--- src/sv/cds_ram.sv ---
// ---------------------------------------------------------------------------
// cds_ram: simple dual-port RAM
// One write port, one read port with registered read data.
// ---------------------------------------------------------------------------
`default_nettype none

module cds_ram #(
   parameter int WIDTH = 14,
   parameter int DEPTH = 256
) (
   input  wire logic                     clock,
   input  wire logic                     wr_en,
   input  wire logic [$clog2(DEPTH)-1:0] wr_addr,
   input  wire logic [WIDTH-1:0]         wr_data,
   input  wire logic                     rd_en,
   input  wire logic [$clog2(DEPTH)-1:0] rd_addr,
   output logic      [WIDTH-1:0]         rd_data
);

   logic [WIDTH-1:0] mem_ff [DEPTH];

   always_ff @(posedge clock) begin
      if (wr_en) begin
         mem_ff[wr_addr] <= wr_data;
      end
   end

   always_ff @(posedge clock) begin
      if (rd_en) begin
         rd_data <= mem_ff[rd_addr];
      end
   end

endmodule

`default_nettype wire

--- config.mk ---
export PLATFORM = sky130hd
export DESIGN_NAME = cds_ram
export DESIGN_NICKNAME = d
export VERILOG_FILES = /design/src/sv/cds_ram.sv
export SDC_FILE = /design/constraint.sdc
export NUM_CORES = 2
export LEC_CHECK = 0
export ABC_AREA = 0
export BUFFER_PORTS_ARGS = -buffer_cell sky130_fd_sc_hd__buf_4
export CAP_MARGIN = 5
export CELL_PAD_IN_SITES_DETAIL_PLACEMENT = 0
export CELL_PAD_IN_SITES_GLOBAL_PLACEMENT = 1
export CORE_MARGIN = 2
export CORE_UTILIZATION = 30
export CTS_CLUSTER_DIAMETER = 40
export CTS_CLUSTER_SIZE = 30
export DETAILED_ROUTE_END_ITERATION = 16
export PLACE_DENSITY = 0.51
export SLEW_MARGIN = 20
export SYNTH_ARGS = -nofsm -noshare
export SYNTH_HDL_FRONTEND = slang
export SYNTH_SLANG_ARGS = --single-unit
export TNS_END_PERCENT = 10
--- constraint.sdc ---
create_clock -name clock -period 3.75 [get_ports clock]
set_input_delay 0 -clock clock [delete_from_list [all_inputs] [get_ports clock]]
set_output_delay 0 -clock clock [all_outputs]
set_load 0.02 [all_outputs]
Word level (Yosys, flattened, before mapping)
Memories as Yosys holds them, arrays and structs flattened. A register that Yosys moved wholly into a read port is not among the register bits.
Index checks and enable logic that the tools add are counted.
W data, S select, Z words.

word-level totals
  register bits = 0
  memory bits (writable) = 3584
  bits of input ports = 33
  word-level logic and storage cells = 3
  memories = 1

cells by class
  multiplexer cells = 2

memories
  memory  words  bits a word  rd ports  clocked after memory_dff  wr ports  line  RTL
  mem_ff  256    14           1         1                         1         20    logic [WIDTH-1:0] mem_ff [DEPTH];

operator list
  cell     number
  $mux W1  2

Depth between registers and ports, before layout
  depth after elaboration = 2
  gate-level depth with buffers = 13

Least setup slack after synthesis
No wires, ideal clock.

  path type = input-to-reg
  start = input rd_addr[0]
  end = register rd_data[12], read port of mem_ff (data pin)
  library setup time = 0.267 ns
  arrival time = 1.989 ns
  slack = 1.494 ns
  stages on the path = 10
  buffers on the path = 5
  path through = buf_6 buf_6 buf_6 buf_6 buf_2 mux4_2 a22oi_1 a21oi_1 nor4_1 nor3_2

RTL lines
  element             line  RTL
  start: declaration  16    input wire logic [$clog2(DEPTH)-1:0] rd_addr,
  end: declaration    17    output logic [WIDTH-1:0] rd_data

==> results.txt <==
outcome -> completed
EDFF count, synth -> 3598
clk_lat worst skew -> 1040 ps
Mapped Nets -> 6175
root buffer cell -> clkbuf_16
clock skew -> 63.0 ps
Main synth FF type -> edfxtp_1
RSZ-0062 raised after global routing -> false
vias in the first global route -> 70690
post-synthesis mux area share -> 0.162
worst hold path class -> input port to flop
total wire length -> 410000 um
crit share post-route -> 0.858
Mapped Cells -> 6142
I/O pin count -> 47
Post-Synth Simple-Gate Area -> 0.0175
most frequent cells in the layout -> edfxtp_1 (3598), mux4_2 (859), buf_4 (566), clkbuf_16 (542), nor2_1 (299)
sequential area share after synthesis -> 0.778
clk slew on worst S/H paths -> 50 ps
area share of the largest cell type after synthesis -> 0.778
HPWL after DPL -> 249000 um
worst reg2reg endpoint -> rd_data[11]
postcts setup bufs -> 0
Vert. Die Dim -> 685 um
Reg area -> 108000 um2
clock sink count -> 3598
Peak Freq -> 311 MHz
Critical Path AT -> 3950 ps
GRT overflow -> 0
Worst R2R Start -> mem_ff[219][11]
Worst Hold Path Cells -> 2
CTS tree -> done
Compound-Gate Fraction of Synth Area -> 0.0254
Post-CTS Resized -> 0
CP startpoint kind -> input port
post-synth cell types -> 57
Max clock buf depth -> 4
LEAKAGE -> 53.8 nW
routability cong. -> 0.804
hold buffers post-CTS -> 31
layout cell share with drive strength beyond 1 -> 0.328
most common cell after layout, fill and taps aside -> edfxtp_1
Die X -> 685 um
largest family of logic cells by synthesized area -> multiplexers
Relative slew margins -> 0.137
Yosys top cell by area -> edfxtp_1
flop-to-flop setup slack -> 620 ps
Post-Synthesis Cell Area -> 139000 um2
FFs w/ async S/R, synth -> 0
vias -> 68423
Adder-Cell Fraction of Synth Area -> 0
initial drt markers -> 7079
hold endpoint -> mem_ff[66][1]
Ys Warns -> 0
detailed-route DRC error count -> 0
crit path time final -> 3220 ps
WL/cell -> 30.2 um
Initial Util -> 0.302
row cnt -> 249
multi-input combinational cell area -> 28700 um2
slew at the pin closest to its max-slew limit -> 1300 ps
Yosys reg bits -> 3598
worst endpoint required time -> 4480 ps
Max Slew Vio Count -> 0
DIE AREA -> 469000 um2
Pre-antenna DRT Iters -> 6
vias per cell -> 5.04
first-pass GRT wire length -> 571000 um
xor/xnor share of the synthesized area -> 0
final hold viol count -> 0
# port buffers -> 46
H-tree lvl count -> 6
Final Net Count -> 7025
Hold Startpoint -> wr_data[1]
Mapped Avg Cell Area -> 22.6 um2
pin count of the biggest net entering global routing -> 174
Worst Path Max Fanout -> 22
max_cap viols -> 0
Final setup viols -> 0
fill count -> 42134
initial antenna violation count -> 27
Core ar. -> 460000 um2
final cell count without fillers -> 13584
kind of critical path -> input port to flop
CTS buffer count -> 533
Synth area leaders -> edfxtp_1 (78%), mux4_2 (14%), mux2i_1 (2.1%)
Cells after DPL -> 12571
VDD IR max -> 0.440 mV
Final ANT Viol Nets -> 0
final design utilization -> 0.367
Worst setup EP type -> flop
Pwr Density -> 592 nW/um2
All-Layer GR Usage -> 0.172
Worst R2R Path Depth -> 6
Area growth syn-to-layout -> 21.8%
[cell type report]
cell class                 count  area share
antenna                        9    0.000133
clock buffer                 598      0.0814
clock inverter               371      0.0279
inverter                       2   0.0000592
multi-input combinational   2173       0.170
sequential                  3598       0.639
tap                         6149      0.0455
timing repair buffer         684      0.0369
[worst max-delay path, cell delays in order]
cell	delay (ps)
dlygate4sd3_1	690
buf_4	520
buf_4	360
nand2_1	370
nor3_1	630
a211oi_1	360
a311oi_1	830
nor4_2	130
[flip-flops by register name, indices dropped and copies added, names as in the netlist]
name and cells:
rd_data 14, mem_ff 3584
[report_power, final]
part	internal, mW	switching, mW	total (mW)
Clock	31.8	19.3	51.1
Combinational	1.64	2.92	4.57
Sequential	44.4	0.0911	44.5
[stage by stage]
stage	worst slack, ps	total power, mW	hold WS, ps	instance area [um2]	TNS, ps
floorplan	1490	47.5	98.9	139000	0
global placement	-393	49.9	276	150000	-800
detailed placement	-113	49.9	279	150000	-262
CTS	567	101	8.56	169000	0
global route	630	103	27.3	169000	0
finish	532	100	50.7	169000	0
[routing by layer]
| metal | wire, um | part of all wire | vias to the layer above | GRT usage |
|---|---|---|---|---|
| li1 | - | - | 28081 | - |
| met2 | 199000 | 0.49 | 2148 | 0.283 |
| met5 | 27 | 0.000066 | - | 0 |
| met3 | 22100 | 0.054 | 558 | 0.0268 |
| met4 | 9160 | 0.022 | 4 | 0.0410 |
| met1 | 180000 | 0.44 | 37632 | 0.239 |
[how the worst max path moves through the flow]
stage	from	end
2_1_floorplan	rd_addr[0]	rd_data[12]
6_report	rd_addr[5]	rd_data[8]
3_3_place_gp	rd_addr[0]	rd_data[0]
4_1_cts	mem_ff[119][2]	rd_data[2]
3_5_place_dp	rd_addr[0]	rd_data[2]
5_1_grt	mem_ff[219][11]	rd_data[11]
[logic make-up after synthesis]
group,after synthesis
compound gates,475
mux,1167
simple gates,531
buf+inv,371
flops,3598
[cell usage after synthesis (all sizes together) (3+ instances only)]
| master | instances |
|---|---|
| edfxtp | 3598 |
| mux4 | 867 |
| nor2 | 301 |
| mux2i | 290 |
| buf | 224 |
| clkbuf | 145 |
| a22oi | 92 |
| a21oi | 74 |
| a211oi | 68 |
| nand2 | 61 |
| o221ai | 60 |
| nor2b | 36 |
| nand3 | 34 |
| o22ai | 33 |
| o21ai | 29 |
| a22o | 28 |
| nor4 | 28 |
| a221oi | 22 |
| nor3 | 22 |
| o21bai | 15 |
| and2 | 14 |
| mux2 | 10 |
| nand4 | 9 |
| or2 | 9 |
| a311oi | 7 |
| a32oi | 7 |
| nand2b | 7 |
| a2bb2oi | 6 |
| a31oi | 6 |
| o31ai | 6 |
| a32o | 5 |
| o2bb2a | 5 |
| o2bb2ai | 5 |
| nand3b | 3 |
(Power assumes the default switching activity.)
