<file path="config.mk">
export PLATFORM = sky130hd
export DESIGN_NAME = cds_dist_unit
export DESIGN_NICKNAME = d
export VERILOG_FILES = /design/src/sv/cds_pkg.sv /design/src/sv/cds_dist_unit.sv
export SDC_FILE = /design/constraint.sdc
export NUM_CORES = 1
export LEC_CHECK = 0
export ABC_AREA = 0
export BUFFER_PORTS_ARGS = -buffer_cell sky130_fd_sc_hd__buf_2
export CAP_MARGIN = 20
export CORE_ASPECT_RATIO = 1.2
export CORE_MARGIN = 2
export CORE_UTILIZATION = 29
export CTS_CLUSTER_SIZE = 10
export DETAILED_ROUTE_END_ITERATION = 10
export PLACE_DENSITY = 0.5
export SKIP_CTS_REPAIR_TIMING = 1
export SLEW_MARGIN = 20
export SYNTH_ARGS = -nofsm -noshare
export SYNTH_HDL_FRONTEND = slang
export SYNTH_SLANG_ARGS = --single-unit
</file>
<file path="constraint.sdc">
create_clock -name clock -period 16.3 [get_ports clock]
set_clock_uncertainty 0.1 [all_clocks]
set_input_delay 3.26 -clock clock [delete_from_list [all_inputs] [get_ports clock]]
set_output_delay 3.26 -clock clock [all_outputs]
set_load 0.05 [all_outputs]
</file>
<file path="src/sv/cds_pkg.sv">
// ---------------------------------------------------------------------------
// cds_pkg: shared types and constants
// Field widths, operation and status codes, and the distance unit's
// request/response structs for the cyclic distance spectrum block.
// ---------------------------------------------------------------------------
`default_nettype none

package cds_pkg;

   localparam int OP_W     = 2;
   localparam int POS_W    = 14;
   localparam int DIST_W   = 14;
   localparam int CFG_W    = 15;
   localparam int COEF_W   = 3;
   localparam int STORED_W = 9;
   localparam int STATUS_W = 2;

   localparam logic [CFG_W-1:0]  LENGTH_RESET = 15'd16384;
   localparam logic [COEF_W-1:0] COUNT_SAT    = 3'd4;

   typedef enum logic [OP_W-1:0] {
      OP_CLEAR = 2'd0,
      OP_ADD   = 2'd1,
      OP_READ  = 2'd2
   } op_type;

   typedef enum logic [STATUS_W-1:0] {
      ST_OK    = 2'd0,
      ST_RANGE = 2'd1,
      ST_DUP   = 2'd2,
      ST_FULL  = 2'd3
   } status_type;

   typedef struct packed {
      logic             start;
      logic [POS_W-1:0] pos_a;
      logic [POS_W-1:0] pos_b;
      logic [CFG_W-1:0] length;
   } dist_req_type;

   typedef struct packed {
      logic              skip;
      logic [DIST_W-1:0] gap;
   } dist_rsp_type;

endpackage

`default_nettype wire

</file>
<file path="src/sv/cds_dist_unit.sv">
// ---------------------------------------------------------------------------
// cds_dist_unit: cyclic distance unit
// Registered min(|a-b|, p-|a-b|), flags a stored position outside the block.
// ---------------------------------------------------------------------------
`default_nettype none

module cds_dist_unit (
   input  wire logic                  clock,
   input  wire cds_pkg::dist_req_type du_req,
   output cds_pkg::dist_rsp_type      du_rsp
);

   logic [cds_pkg::POS_W-1:0]  diff;
   logic [cds_pkg::CFG_W-1:0]  alt;
   logic [cds_pkg::DIST_W-1:0] gap;
   logic                       skip;
   cds_pkg::dist_rsp_type      rsp_ff;

   always_comb begin
      diff = (du_req.pos_a > du_req.pos_b) ? du_req.pos_a - du_req.pos_b
                                           : du_req.pos_b - du_req.pos_a;
      alt  = du_req.length - {1'b0, diff};
      // alt only wins when below diff, so it fits the distance width then
      gap  = ({1'b0, diff} <= alt) ? diff : alt[cds_pkg::DIST_W-1:0];
      skip = ({1'b0, du_req.pos_b} >= du_req.length);
   end

   always_ff @(posedge clock) begin
      if (du_req.start) begin
         rsp_ff.gap  <= gap;
         rsp_ff.skip <= skip;
      end
   end

   assign du_rsp = rsp_ff;

endmodule

`default_nettype wire

</file>
== Yosys cells after proc, flatten, opt, wreduce, memory -nomap -nowiden ==
Cells that the tools add are included.

* Register bits: 15
* Bits of input ports: 45
* Output and inout bits: 15
* Word-level logic and storage cells: 10

* Mux-type cells: 2
* Magnitude comparators: 3
* $add $sub $neg: 3

{| class="wikitable"
|+ Operator list
! kind !! number
|-
| $mux 14 || 2
|-
| $sub 14x14->14 || 2
|-
| $ge 14x15->1 || 1
|-
| $le 14x15->1 || 1
|-
| $sub 15x14->15 || 1
|-
| $gt 14x14->1 || 1
|}

== Longest topological paths before layout ==
* Word-level depth: 5
* Gate-level depth with buffers: 35
* Mapped depth without buffers: 33

== Worst setup path after synthesis ==
Ideal clock, no wire load.

* Path kind: input -> register
* Start: in du_req[29] (netlist bit)
* End: reg rsp_ff (netlist bit du_rsp[11]), data pin
* Path buffers: 4
* Setup time: 0.260 ns
* Slack: 6.656 ns
* Arrival: 9.283 ns
* Required time: 15.940 ns
* Stages: 31
* Path through: inv_1 -> ha_1 -> fa_1 -> and2b_1 -> o2111ai_1 -> a31o_4 -> a21oi_4 -> clkbuf_1 -> clkbuf_1 -> nor2_1 -> a21oi_1 -> inv_1 -> fa_1 -> clkbuf_1 -> o221ai_1 -> a221oi_1 -> a211oi_2 -> a21oi_1 -> o21a_1 -> nor2_1 -> xor2_1 -> ha_1 -> a21o_1 -> a21o_1 -> a211oi_1 -> o31a_1 -> a41oi_1 -> o211ai_1 -> a41o_1 -> buf_6 -> mux2_4

* Word-level cells in the longest chain between the ends: 5
* Elaborated cells on any way between the ends: 7
* Classes of those cells: 3 x add/sub; 2 x order compare; 2 x mux

{| class="wikitable"
|+ Ends and longest elaborated chain
! item !! RTL line !! RTL
|-
| from (decl) || cds_dist_unit.sv:9 || <nowiki>input wire cds_pkg::dist_req_type du_req,</nowiki>
|-
| $sub 14x14->14, or another cell as far along || cds_dist_unit.sv:21 || <nowiki>: du_req.pos_b - du_req.pos_a;</nowiki>
|-
| $mux 14 * || cds_dist_unit.sv:20 || <nowiki>diff = (du_req.pos_a > du_req.pos_b) ? du_req.pos_a - du_req.pos_b</nowiki>
|-
| $sub 15x14->15 || cds_dist_unit.sv:22 || <nowiki>alt = du_req.length - {1'b0, diff};</nowiki>
|-
| $le 14x15->1 || cds_dist_unit.sv:24 || <nowiki>gap = ({1'b0, diff} <= alt) ? diff : alt[cds_pkg::DIST_W-1:0];</nowiki>
|-
| $mux 14 * || cds_dist_unit.sv:24 ||
|-
| net gap (one bit) || cds_dist_unit.sv:15 || <nowiki>logic [cds_pkg::DIST_W-1:0] gap;</nowiki>
|-
| to (decl) || cds_dist_unit.sv:17 || <nowiki>cds_pkg::dist_rsp_type rsp_ff;</nowiki>
|}

Mark *: on every way through the listed nets, which the timed path passes. The rest lies on a longest branch.
A chain may end at the register's enable or synchronous reset.

== Final worst setup path ==
* Start: in du_req[29] (netlist bit)
* End: reg rsp_ff (netlist bit du_rsp[9]), data pin

The elaborated chain is that of the path after synthesis.

==> impl_metrics.ini <==
[floorplan]
start_util = 0.298
num_io_pins = 60
die_area_um2 = 12800
core-area_um2 = 11600
die_w_um = 104
die_h_um = 123
placementRows = 43

[detailed_routing]
vias = 3093
wire_per_inst_um = 13.4
drt_iter0_markers = 81
post-route-drc-count = 0
ant_nets = 0
drt_first_pass_iters = 4
routed_wl_um = 8440
avgViaCountPerCell = 4.93

[place]
dpl.cell_count = 624
place_congestion = 0.862
placed_cell_area_um2 = 3850
portBuffers = 59
place_hpwl_um = 7510

[timing]
worst_pin_slew_ps = 693
finalCritPeriodShare = 0.642
min_period_ps = 10470
fmax_mhz = 95.5
hold_viol_final = 0
drv_slew = 0
setup_viol = 0
rsz0062_at_grt = no
finalSetupTns_ps = 0
slew_headroom = 0.537

[synth]
post-synth-top-area-cell = ha_1
synth-seq-cells = 15
yosys_warnings = 0
synthArstFlopShare = 0
syn_area_per_cell_um2 = 8.17
synthMuxAreaShare = 0.0638
synth_cells = 422
postSynthNetCount = 533
synth_fa_ha_area_frac = 0.249
yosys.area_share.simple = 0.141
synth_xor_area_frac = 0.0711
synth_common_cells = inv_1 (65), ha_1 (63), a21oi_1 (29)
yosysSeqAreaShare = 0.131
synth-edff-count = 15
synth_area_leaders = ha_1 (23%), edfxtp_1 (13%), inv_1 (7.1%)
synth_compound_area_frac = 0.248
synthDistinctLibCells = 68
yosysMostFrequentCell = inv_1
synth_top_area_frac = 0.229
synth_top_family_by_area = adder cells
synth_ff_type = edfxtp_1
synth_area_um2 = 3450

[worst_setup_path]
cp-end-kind = flop
cpMaxStageDelayCell = a21oi_4
max_stage_delay_ps = 570
crit_type = in2reg
worstPathArrival_ps = 10360
path_max_fanout = 27
critPathRequiredTime_ps = 16190
cp-start-kind = input pin

[clocking]
cts-buffers-inserted = 3
ctsHtreeMaxLevel = 1
cts_tree = built
clockBufferDepth = 2
root_buffer = clkbuf_16
clock_sinks = 15
clk_pin_slew_ps = 40

[pwr]
swShare = 0.499
combPwrFrac = 0.762
power_switching_mw = 0.243
pwr-share-clk = 0.095
power.density_nw_per_um2 = 124
p_leak_nw = 2.00
ir_drop_uv = 55.8
internal_power_mw = 0.244
power_mw = 0.487
pwr-share-seq = 0.143

[global_routing]
grt_max_degree = 28
grtUsageTotal = 0.135
antenna_found_initial = 0
globalRouteMet2Util = 0.246
met1_usage = 0.161
grt_pass1_wl_um = 14200
grt_use_met3 = 0.0137
grt_pass1_vias = 3083
gr-total-overflow = 0
busiest_layer = met2

[layout]
fin_area_um2 = 3930
largest_reg_flops = 15
n_antenna_cell = 0
drive_gt1_frac = 0.185
nets = 583
area_growth_pct = 14.0
instances_no_fill = 628

[outcome]
status = completed

[run]
drv_cap = 0

[worst_hold_path]
hold-path-cell-count = 2
holdCritPathClass = in2reg
area by class of cell:
type | instances | area (um2)
clock buffers | 4 | 78.8
fillers | 1200 | 7630
inverters | 65 | 244
multi-input cells | 328 | 2670
flip-flops and latches | 15 | 450
well taps | 157 | 196
repair buffers | 59 | 295
power groups by stage:
stage	sequential (mW)	clock [mW]	combinational, mW
5_1_grt	0.0716	0.0489	0.414
2_1_floorplan	0.129	0	0.240
4_1_cts	0.0700	0.0475	0.372
3_3_place_gp	0.0710	0	0.366
3_5_place_dp	0.0706	0	0.370
6_report	0.0697	0.0463	0.371
per-layer routing:
layer / routed length [um] / part of all wire / vias to the layer above
met4: 318 / 0.038 / 0
met1: 3780 / 0.45 / 1413
li1: - / - / 1603
met5: 0 / 0 / -
met2: 4070 / 0.48 / 59
met3: 275 / 0.033 / 18
final timing paths:
path / from / end / slack (ps)
setup / recovery: du_req[29] / du_rsp[9] / 5830
hold / removal: du_req[14] / du_rsp[14] / 3330
critical path: cells and delay by family:
kind                     cells  cell delay, ps
AO/OA/AOI/OAI               14            3510
XOR/XNOR                     2             510
buffers and inverters        3             230
multiplexers                 2             810
adder cells (fa/ha/maj)      4            1230
AND/OR/NAND/NOR              3             800
per-stage QoR:
stage / setup WS [ps] / hold WS, ps / util
2_1_floorplan: 6660 / 3270 / -
3_3_place_gp: 5730 / 3590 / 0.333
3_5_place_dp: 5560 / 3590 / 0.333
4_1_cts: 5800 / 3340 / 0.340
5_1_grt: 5160 / 3350 / 0.340
6_report: 5830 / 3330 / 0.340
cells by family after synthesis:
kind of cell | count (synthesis)
compound gates | 119
xor+xnor | 28
fa+ha+maj | 67
buf+inv | 79
flops | 15
mux | 20
simple gates | 94
placed cells by master (no fill, tap or decap), drive strengths merged, types with 13 or more instances in the layout:
master  count
edfxtp     15
buf        59
xnor2      15
o21ai      19
nand2      23
xor2       13
nor2       21
inv        65
a21o       14
ha         63
a21oi      32
mux2i      13
(Power assumes the default switching activity.)
